[src/keyed_record_table_unit_assert.svh]
// ----------------------------------------------------------------------------
// Assertion macros for the keyed record table unit
// Shared helpers that wrap clocked implication properties.
// ----------------------------------------------------------------------------
`ifndef KEYED_RECORD_TABLE_UNIT_ASSERT_SVH
`define KEYED_RECORD_TABLE_UNIT_ASSERT_SVH

// Same-cycle implication, sampled on the rising clock edge
`define KRT_ASSERT_IMP(lbl, ante, cons) \
  lbl: assert property (@(posedge clk_i) disable iff (!rst_ni) (ante) |-> (cons)) \
    else $error("keyed record table: check failed");

// Next-cycle implication, sampled on the rising clock edge
`define KRT_ASSERT_NXT(lbl, ante, cons) \
  lbl: assert property (@(posedge clk_i) disable iff (!rst_ni) (ante) |=> (cons)) \
    else $error("keyed record table: check failed");

`endif

[src/krt_pkg.sv]
// ----------------------------------------------------------------------------
// Keyed record table package
// Shared types, sizes and codes of the record table.
// ----------------------------------------------------------------------------
package krt_pkg;

  localparam int TableDepth = 16;
  localparam int IdxW       = $clog2(TableDepth);
  localparam int CntW       = $clog2(TableDepth + 1);

  typedef enum logic [1:0] {
    REQ_ADD  = 2'd0,
    REQ_DEL  = 2'd1,
    REQ_READ = 2'd2,
    REQ_LIST = 2'd3
  } req_e;

  typedef enum logic [2:0] {
    ST_OK      = 3'd0,
    ST_FULL    = 3'd1,
    ST_DUP     = 3'd2,
    ST_MISSING = 3'd3,
    ST_CLAMPED = 3'd4
  } status_e;

  typedef struct packed {
    logic [31:0] key;
    logic [7:0]  year;
    logic [15:0] id_one;
    logic [7:0]  grade_one;
    logic [15:0] id_two;
    logic [7:0]  grade_two;
    logic [15:0] id_three;
    logic [7:0]  grade_three;
  } rec_t;

  typedef struct packed {
    logic shift;
    logic load;
  } cell_ctl_t;

  typedef struct packed {
    status_e          status;
    logic [IdxW-1:0]  slot;
    logic [CntW-1:0]  used;
    logic             last;
    rec_t             rec;
  } res_t;

endpackage

[src/krt_cell.sv]
// ----------------------------------------------------------------------------
// Record table cell
// Holds one record; takes its neighbour's record on a shift, or a new one.
// ----------------------------------------------------------------------------
module krt_cell (
  input  logic              clk_i,
  input  krt_pkg::cell_ctl_t ctl_i,
  input  krt_pkg::rec_t     nbr_i,
  input  krt_pkg::rec_t     load_rec_i,
  output krt_pkg::rec_t     rec_o
);

  krt_pkg::rec_t rec_q;
  krt_pkg::rec_t rec_d;

  // Load wins over shift; otherwise hold
  always_comb begin
    rec_d = rec_q;
    if (ctl_i.load) begin
      rec_d = load_rec_i;
    end else if (ctl_i.shift) begin
      rec_d = nbr_i;
    end
  end

  always_ff @(posedge clk_i) begin
    rec_q <= rec_d;
  end

  assign rec_o = rec_q;

endmodule

[src/keyed_record_table_unit.sv]
// ----------------------------------------------------------------------------
// Keyed record table unit
// Record table held in a ring of cells, searched by rotating it past a head.
// ----------------------------------------------------------------------------
// Usage:
//   Requests arrive on the s_axis slave channel: tuser carries the request
//   kind (add, delete, read, list), tdata the key, record fields and list
//   count. Results leave on the m_axis master channel, one word per request,
//   or one word per listed key with tlast on the final one.
//   Each request rotates the ring of sixteen cells once, one slot passing
//   the comparator at the head each cycle unless a list word stalls it,
//   then takes a finish step for the table update and result; the next
//   request is taken in the cycle after that step.
//   Add, delete and read results are registered in the finish step; list
//   words follow at one per cycle while the receiver keeps up.
//   A new request is taken only once the previous one has finished.
//   When the receiver stalls, the result register holds its word and a
//   list rotation or the finish step waits; nothing is lost.
//   Reset clears the record count and the control state; record contents
//   are not cleared and are never shown before they are written.
// ----------------------------------------------------------------------------
`include "keyed_record_table_unit_assert.svh"

module keyed_record_table_unit (
  input  logic         clk_i,
  input  logic         rst_ni,
  input  logic         s_axis_tvalid,
  output logic         s_axis_tready,
  // tdata: student_key, entry_year, course_one_id, course_one_grade,
  //        course_two_id, course_two_grade, course_three_id,
  //        course_three_grade, list_count
  input  logic [119:0] s_axis_tdata,
  // tuser: req_type
  input  logic [1:0]   s_axis_tuser,
  output logic         m_axis_tvalid,
  input  logic         m_axis_tready,
  // tdata: status, slot_index, used_count, out_key, out_year,
  //        out_course_one_id, out_course_one_grade, out_course_two_id,
  //        out_course_two_grade, out_course_three_id,
  //        out_course_three_grade, zero fill
  output logic [127:0] m_axis_tdata,
  // tlast: last_of_run
  output logic         m_axis_tlast
);

  localparam int Depth = krt_pkg::TableDepth;
  localparam int IdxW  = krt_pkg::IdxW;
  localparam int CntW  = krt_pkg::CntW;

  typedef enum logic [2:0] {
    IDLE   = 3'b001,
    SCAN   = 3'b010,
    FINISH = 3'b100
  } state_e;

  state_e             state_q, state_d;
  krt_pkg::req_e      req_q;
  krt_pkg::rec_t      in_rec_q;
  krt_pkg::rec_t      cap_q;
  krt_pkg::rec_t      last_rec_q;
  logic [IdxW-1:0]    step_q;
  logic [IdxW-1:0]    found_idx_q;
  logic               found_q;
  logic [CntW-1:0]    count_q, count_d;
  logic [CntW-1:0]    n_q;
  logic               clamp_q;
  logic               out_valid_q, out_valid_d;
  krt_pkg::res_t      out_q, out_d;

  krt_pkg::rec_t      cell_rec [Depth];
  krt_pkg::rec_t      in_rec;
  krt_pkg::rec_t      head;
  krt_pkg::rec_t      wr_rec;
  logic               wr_en;
  logic [IdxW-1:0]    wr_idx;
  logic               shift;
  logic               out_free;
  logic               accept;
  logic               head_used;
  logic               match;
  logic               list_emit;
  logic               step_last;
  logic [7:0]         lc;
  logic [CntW-1:0]    count_dec;

  // Unpack the request word
  assign in_rec.key         = s_axis_tdata[31:0];
  assign in_rec.year        = s_axis_tdata[39:32];
  assign in_rec.id_one      = s_axis_tdata[55:40];
  assign in_rec.grade_one   = s_axis_tdata[63:56];
  assign in_rec.id_two      = s_axis_tdata[79:64];
  assign in_rec.grade_two   = s_axis_tdata[87:80];
  assign in_rec.id_three    = s_axis_tdata[103:88];
  assign in_rec.grade_three = s_axis_tdata[111:104];
  assign lc                 = s_axis_tdata[119:112];

  assign s_axis_tready = (state_q == IDLE);
  assign accept        = s_axis_tvalid && s_axis_tready;
  assign out_free      = !out_valid_q || m_axis_tready;

  // Ring of cells: each takes its upper neighbour, the head wraps round
  assign head = cell_rec[0];
  for (genvar i = 0; i < Depth; i++) begin : g_cell
    krt_pkg::cell_ctl_t ctl;
    assign ctl.shift = shift;
    assign ctl.load  = wr_en && (wr_idx == IdxW'(i));
    krt_cell u_cell (
      .clk_i      (clk_i),
      .ctl_i      (ctl),
      .nbr_i      (cell_rec[(i + 1) % Depth]),
      .load_rec_i (wr_rec),
      .rec_o      (cell_rec[i])
    );
  end

  // Head comparison during the rotation
  assign head_used = ({1'b0, step_q} < count_q);
  assign match     = (state_q == SCAN) && head_used && !found_q &&
                     (head.key == in_rec_q.key);
  assign list_emit = (state_q == SCAN) && (req_q == krt_pkg::REQ_LIST) &&
                     ({1'b0, step_q} < n_q);
  assign shift     = (state_q == SCAN) && (!list_emit || out_free);
  assign step_last = (step_q == IdxW'(Depth - 1));
  assign count_dec = count_q - CntW'(1);

  // Sequencer, table update and result formation
  always_comb begin
    state_d     = state_q;
    count_d     = count_q;
    out_valid_d = out_valid_q && !m_axis_tready;
    out_d       = out_q;
    wr_en       = 1'b0;
    wr_idx      = found_idx_q;
    wr_rec      = last_rec_q;
    unique case (state_q)
      IDLE: begin
        if (accept) begin
          state_d = SCAN;
        end
      end
      SCAN: begin
        if (list_emit && out_free) begin
          out_valid_d     = 1'b1;
          out_d           = '0;
          out_d.status    = clamp_q ? krt_pkg::ST_CLAMPED : krt_pkg::ST_OK;
          out_d.slot      = step_q;
          out_d.used      = count_q;
          out_d.last      = ({1'b0, step_q} + CntW'(1) == n_q);
          out_d.rec.key   = head.key;
        end
        if (shift && step_last) begin
          state_d = FINISH;
        end
      end
      FINISH: begin
        if (out_free) begin
          state_d     = IDLE;
          out_d       = '0;
          out_d.last  = 1'b1;
          out_valid_d = 1'b1;
          case (req_q)
            krt_pkg::REQ_ADD: begin
              if (count_q >= CntW'(Depth)) begin
                out_d.status = krt_pkg::ST_FULL;
              end else if (found_q) begin
                out_d.status = krt_pkg::ST_DUP;
                out_d.slot   = found_idx_q;
              end else begin
                wr_en        = 1'b1;
                wr_idx       = count_q[IdxW-1:0];
                wr_rec       = in_rec_q;
                count_d      = count_q + CntW'(1);
                out_d.status = krt_pkg::ST_OK;
                out_d.slot   = count_q[IdxW-1:0];
              end
            end
            krt_pkg::REQ_DEL: begin
              if (found_q) begin
                wr_en        = 1'b1;
                count_d      = count_dec;
                out_d.status = krt_pkg::ST_OK;
                out_d.slot   = found_idx_q;
              end else begin
                out_d.status = krt_pkg::ST_MISSING;
              end
            end
            krt_pkg::REQ_READ: begin
              if (found_q) begin
                out_d.status = krt_pkg::ST_OK;
                out_d.slot   = found_idx_q;
                out_d.rec    = cap_q;
              end else begin
                out_d.status = krt_pkg::ST_MISSING;
              end
            end
            default: begin
              // Empty list gives a single closing word
              out_valid_d  = (n_q == '0);
              out_d.status = clamp_q ? krt_pkg::ST_CLAMPED : krt_pkg::ST_OK;
              if (n_q != '0) begin
                out_d = out_q;
              end
            end
          endcase
          out_d.used = count_d;
          if (!out_valid_d) begin
            out_d       = out_q;
            out_valid_d = out_valid_q && !m_axis_tready;
          end
        end
      end
      default: begin
        state_d = IDLE;
      end
    endcase
  end

  // Control registers
  always_ff @(posedge clk_i or negedge rst_ni) begin
    if (!rst_ni) begin
      state_q     <= IDLE;
      count_q     <= '0;
      out_valid_q <= 1'b0;
      step_q      <= '0;
      found_q     <= 1'b0;
    end else begin
      state_q     <= state_d;
      count_q     <= count_d;
      out_valid_q <= out_valid_d;
      if (accept) begin
        step_q  <= '0;
        found_q <= 1'b0;
      end else begin
        if (shift) begin
          step_q <= step_q + IdxW'(1);
        end
        if (match) begin
          found_q <= 1'b1;
        end
      end
    end
  end

  // Request and capture registers
  always_ff @(posedge clk_i) begin
    out_q <= out_d;
    if (accept) begin
      req_q    <= krt_pkg::req_e'(s_axis_tuser);
      in_rec_q <= in_rec;
      if ({3'b0, count_q} < lc) begin
        n_q     <= count_q;
        clamp_q <= 1'b1;
      end else begin
        n_q     <= lc[CntW-1:0];
        clamp_q <= 1'b0;
      end
    end
    if (match) begin
      found_idx_q <= step_q;
      cap_q       <= head;
    end
    if ((state_q == SCAN) && ({1'b0, step_q} == count_dec)) begin
      last_rec_q <= head;
    end
  end

  // Pack the result word
  assign m_axis_tvalid = out_valid_q;
  assign m_axis_tlast  = out_q.last;
  assign m_axis_tdata  = {4'b0, out_q.rec.grade_three, out_q.rec.id_three,
                          out_q.rec.grade_two, out_q.rec.id_two,
                          out_q.rec.grade_one, out_q.rec.id_one,
                          out_q.rec.year, out_q.rec.key,
                          out_q.used, out_q.slot, out_q.status};

  `KRT_ASSERT_IMP(a_count_bound, 1'b1, count_q <= CntW'(Depth))
  `KRT_ASSERT_NXT(a_accept_scan, accept, state_q == SCAN)
  `KRT_ASSERT_NXT(a_scan_finish, shift && step_last, state_q == FINISH)
  `KRT_ASSERT_NXT(a_count_change, state_q != FINISH, $stable(count_q))

endmodule

[config.mk]
export PLATFORM = sky130hd
export DESIGN_NAME = keyed_record_table_unit
export DESIGN_NICKNAME = d
export VERILOG_FILES = /design/src/krt_pkg.sv /design/src/krt_cell.sv /design/src/keyed_record_table_unit.sv
export VERILOG_INCLUDE_DIRS = /design/src /design/src/src
export SDC_FILE = /design/constraint.sdc
export NUM_CORES = 2
export LEC_CHECK = 0
export ABC_AREA = 1
export BUFFER_PORTS_ARGS = -buffer_cell sky130_fd_sc_hd__buf_2
export CAP_MARGIN = 20
export CORE_MARGIN = 3
export CORE_UTILIZATION = 50
export CTS_BUF_LIST = sky130_fd_sc_hd__clkbuf_8
export DETAILED_ROUTE_END_ITERATION = 7
export GPL_TIMING_DRIVEN = 0
export PLACE_DENSITY = 0.66
export SYNTH_ARGS = -nofsm -noshare
export SYNTH_HDL_FRONTEND = slang
export SYNTH_SLANG_ARGS = --single-unit
[constraint.sdc]
create_clock -name clk_i -period 11.7 [get_ports clk_i]
set_clock_uncertainty 0.2 [all_clocks]
set_input_delay 1.17 -clock clk_i [delete_from_list [all_inputs] [get_ports clk_i]]
set_output_delay 1.17 -clock clk_i [all_outputs]
set_load 0.02 [all_outputs]
==> flow_metrics.env <==
export IMPL_max_slew_margin_pct=26.9
export IMPL_antenna_found_initial=18
export IMPL_cts_root_buf="clkbuf_8"
export IMPL_coreArea_sq_um=191000
export IMPL_hp_class="in -> reg"
export IMPL_finalMaxSlewViolations=0
export IMPL_syn_to_final_growth_pct=13.2
export IMPL_syn_area_sq_um=96900
export IMPL_grt_max_degree=70
export IMPL_ys_types=35
export IMPL_postRouteAntennaNets=0
export IMPL_drt_iter0_drc=7832
export IMPL_ys_seq_area_share_pct=70.6
export IMPL_power_frac_seq_pct=56.1
export IMPL_die_height_um=446
export IMPL_dpl_cell_area_sq_um=102000
export IMPL_status="complete, no violations"
export IMPL_yosysWarnings=0
export IMPL_finalSetupTns_ns=0
export IMPL_yosys_register_bits=2279
export IMPL_fin_nets=10200
export IMPL_cts_tree="yes"
export IMPL_cts_sinks=2279
export IMPL_viasPerCell=5.39
export IMPL_hold_slack_ns=0.101
export IMPL_overflow=0
export IMPL_die_area_sq_um=199000
export IMPL_final_area_sq_um=110000
export IMPL_cts_resized_gates=0
export IMPL_p_per_area_nw_per_um2=189
export IMPL_synthCells=9336
export IMPL_ios=257
export IMPL_p_switching_mw=5.66
export IMPL_holdPathStages=1
export IMPL_peakVddDrop_mv=0.114
export IMPL_rsz0062_at_grt="false"
export IMPL_firstDrtPassIters=6
export IMPL_comb_power_share_pct=12.7
export IMPL_totalWireLength_um=279000
export IMPL_gp_congestion=0.887
export IMPL_grt_pass1_vias=68000
export IMPL_die_w_um=446
export IMPL_tightest_slew_ns=1.10
export IMPL_fmax_mhz=192
export IMPL_met3_length_um=26300
export IMPL_drc_errors=0
export IMPL_wl_met1_um=111000
export IMPL_setup_violations=0
export IMPL_async_flop_share_pct=0.614
export IMPL_p_leak_nw=46.6
export IMPL_std_cell_rows=160
export IMPL_hold_violations=0
export IMPL_crit_fanout=60
export IMPL_cts_setup_buffers=0
export IMPL_drive_gt1_share_pct=11.7
export IMPL_groute_usage_overall_pct=27.7
export IMPL_wl_per_cell_um=21.7
export IMPL_layout_commonest_cell="nand2_1"
export IMPL_portBuffers=252
export IMPL_swShare_pct=27.3
export IMPL_critPathKind="reg -> reg"
export IMPL_dr_max_layer_used="met5"
export IMPL_vias=69500
export IMPL_cts_reportedPaths_clkPinSlew_ns=0.06
export IMPL_initial_core_util_pct=50.6
export IMPL_cap_violations=0
export IMPL_grt_first_pass_wirelength_um=413000
export IMPL_htree_levels=5
export IMPL_finalCritPeriodShare_pct=44.5
export IMPL_final_cell_mix="nand2_1 (5227), edfxtp_1 (2265), buf_2 (612), nand3_1 (529), clkbuf_8 (398)"
export IMPL_syn_area_per_cell_sq_um=10.4
export IMPL_worstPathArrival_ns=5.69
export IMPL_dp_hpwl_um=189000
export IMPL_worst_setup_path_start_kind="flop"
export IMPL_r2r_cells=14
export IMPL_synth_edf_count=2265
export IMPL_cts_inserted_buffers=384
export IMPL_min_period_ns=5.21
export IMPL_cp_end_kind="flop"
export IMPL_cp_required_ns=12.18
export IMPL_total_power_mw=20.7
export IMPL_post_route_util_pct=57.3
export IMPL_power_share_clock_pct=31.2
export IMPL_met2_length_um=130000
export IMPL_clock_latency_ns=1.08
export IMPL_cts_max_path_buffers=4
export IMPL_holdBufCountCts=48
export IMPL_internal_power_mw=15.1
export IMPL_ys_flop_type="edfxtp_1"
export IMPL_nFillCells=16000
-- per-stage QoR --
| step | setup slack, ns | cells |
|---|---|---|
| 2_1_floorplan | 1.63 | 9339 |
| 3_3_place_gp | -4.69 | 12100 |
| 3_5_place_dp | 5.91 | 12100 |
| 4_1_cts | 6.56 | 12900 |
| 5_1_grt | 6.27 | 12900 |
| 6_report | 6.49 | 12900 |
-- worst paths after layout --
check | from | endpoint | slack (ns)
max | req_q[0]$_DFFE_PP_ | g_cell[12].u_cell.rec_o[39]$_DFFE_PP_ | 6.49
min | s_axis_tdata[41] | in_rec_q[57]$_DFFE_PP_ | 0.10
max reg2reg | req_q[0]$_DFFE_PP_ | g_cell[12].u_cell.rec_o[39]$_DFFE_PP_ | 6.49
min reg2reg | g_cell[14].u_cell.rec_o[38]$_DFFE_PP_ | g_cell[13].u_cell.rec_o[38]$_DFFE_PP_ | 0.27
max in group asynchronous | rst_ni | state_q[0]$_DFFE_PN1P_ | 10.58
min in group asynchronous | rst_ni | count_q[0]$_DFFE_PN0P_ | 0.40
-- critical path: stages, from the launching register on --
cell and delay, ns:
edfxtp_1 0.45, inv_1 0.11, ha_1 0.16, buf_4 0.16, inv_2 0.07, nor2_4 0.22, nand3_2 0.23, nand2_1 0.14
nand2_2 0.14, nor2_4 0.34, nand2_1 0.55, buf_2 0.57, clkbuf_1 0.33, nand2_4 0.69, buf_16 0.38
-- cell families after synthesis --
family	count (synthesis)	share of synthesized area, %
and+or+nand+nor	5947	23.9
DFF	2279	70.6
buffers and inverters	868	3.90
AOI/OAI and AO/OA	196	1.17
xor gates and xnor gates	25	0.226
adders and majority gates	20	0.258
other	1	0.00387
-- cell usage after synthesis, types with 4 or more instances --
master | count | area [sq um]
a21oi_1 | 12 | 60.1
buf_1 | 18 | 67.6
buf_2 | 360 | 1800
buf_4 | 19 | 143
clkbuf_1 | 207 | 777
clkinv_1 | 6 | 22.5
dfrtp_1 | 13 | 325
edfxtp_1 | 2265 | 68000
ha_1 | 20 | 250
inv_1 | 256 | 961
nand2_1 | 5243 | 19700
nand3_1 | 529 | 2650
nand4_1 | 9 | 56.3
nor2_1 | 135 | 507
nor2_2 | 9 | 56.3
nor2_4 | 4 | 45.0
nor3_1 | 10 | 50.1
o21ai_0 | 65 | 325
o21ai_1 | 76 | 380
o21ai_2 | 36 | 315
xnor2_1 | 14 | 123
xor2_1 | 11 | 96.3
-- state kept, by name, indices dropped and copies added (netlist names) --
signal / count
g_cell.u_cell.rec_o: 1792
m_axis_tdata: 124
cap_q: 112
in_rec_q: 112
last_rec_q: 112
count_q: 5
n_q: 5
found_idx_q: 4
step_q: 4
state_q: 3
req_q: 2
clamp_q: 1
found_q: 1
m_axis_tlast: 1
m_axis_tvalid: 1
-- power by group through the flow --
stage | sequential (mW) | clock (mW) | combinational [mW]
2_1_floorplan | 11.8 | 0 | 1.53
3_3_place_gp | 12.2 | 0 | 2.31
3_5_place_dp | 11.8 | 0 | 2.60
4_1_cts | 11.6 | 6.57 | 2.62
5_1_grt | 11.7 | 6.93 | 2.91
6_report | 11.6 | 6.48 | 2.63
-- metal layers --
metal  up-vias  track usage, %
li1      32100               -
met1     33500            37.0
met2      3400            43.9
met3       537            5.62
met4         6            13.0
met5         -               0
-- cell type report --
type | count | area [sq um] | share of cell area, %
flip-flops and latches | 2279 | 68400 | 62.3
clock inverters | 277 | 1280 | 1.17
inverters | 264 | 996 | 0.908
plain buffers | 604 | 2790 | 2.54
multi-input cells | 6192 | 24900 | 22.7
well taps | 2511 | 3140 | 2.86
repair buffers | 346 | 2740 | 2.49
clock buffers | 398 | 5480 | 4.99
diodes | 14 | 35.0 | 0.0319
Note: power is estimated with default switching activity, not from simulation.
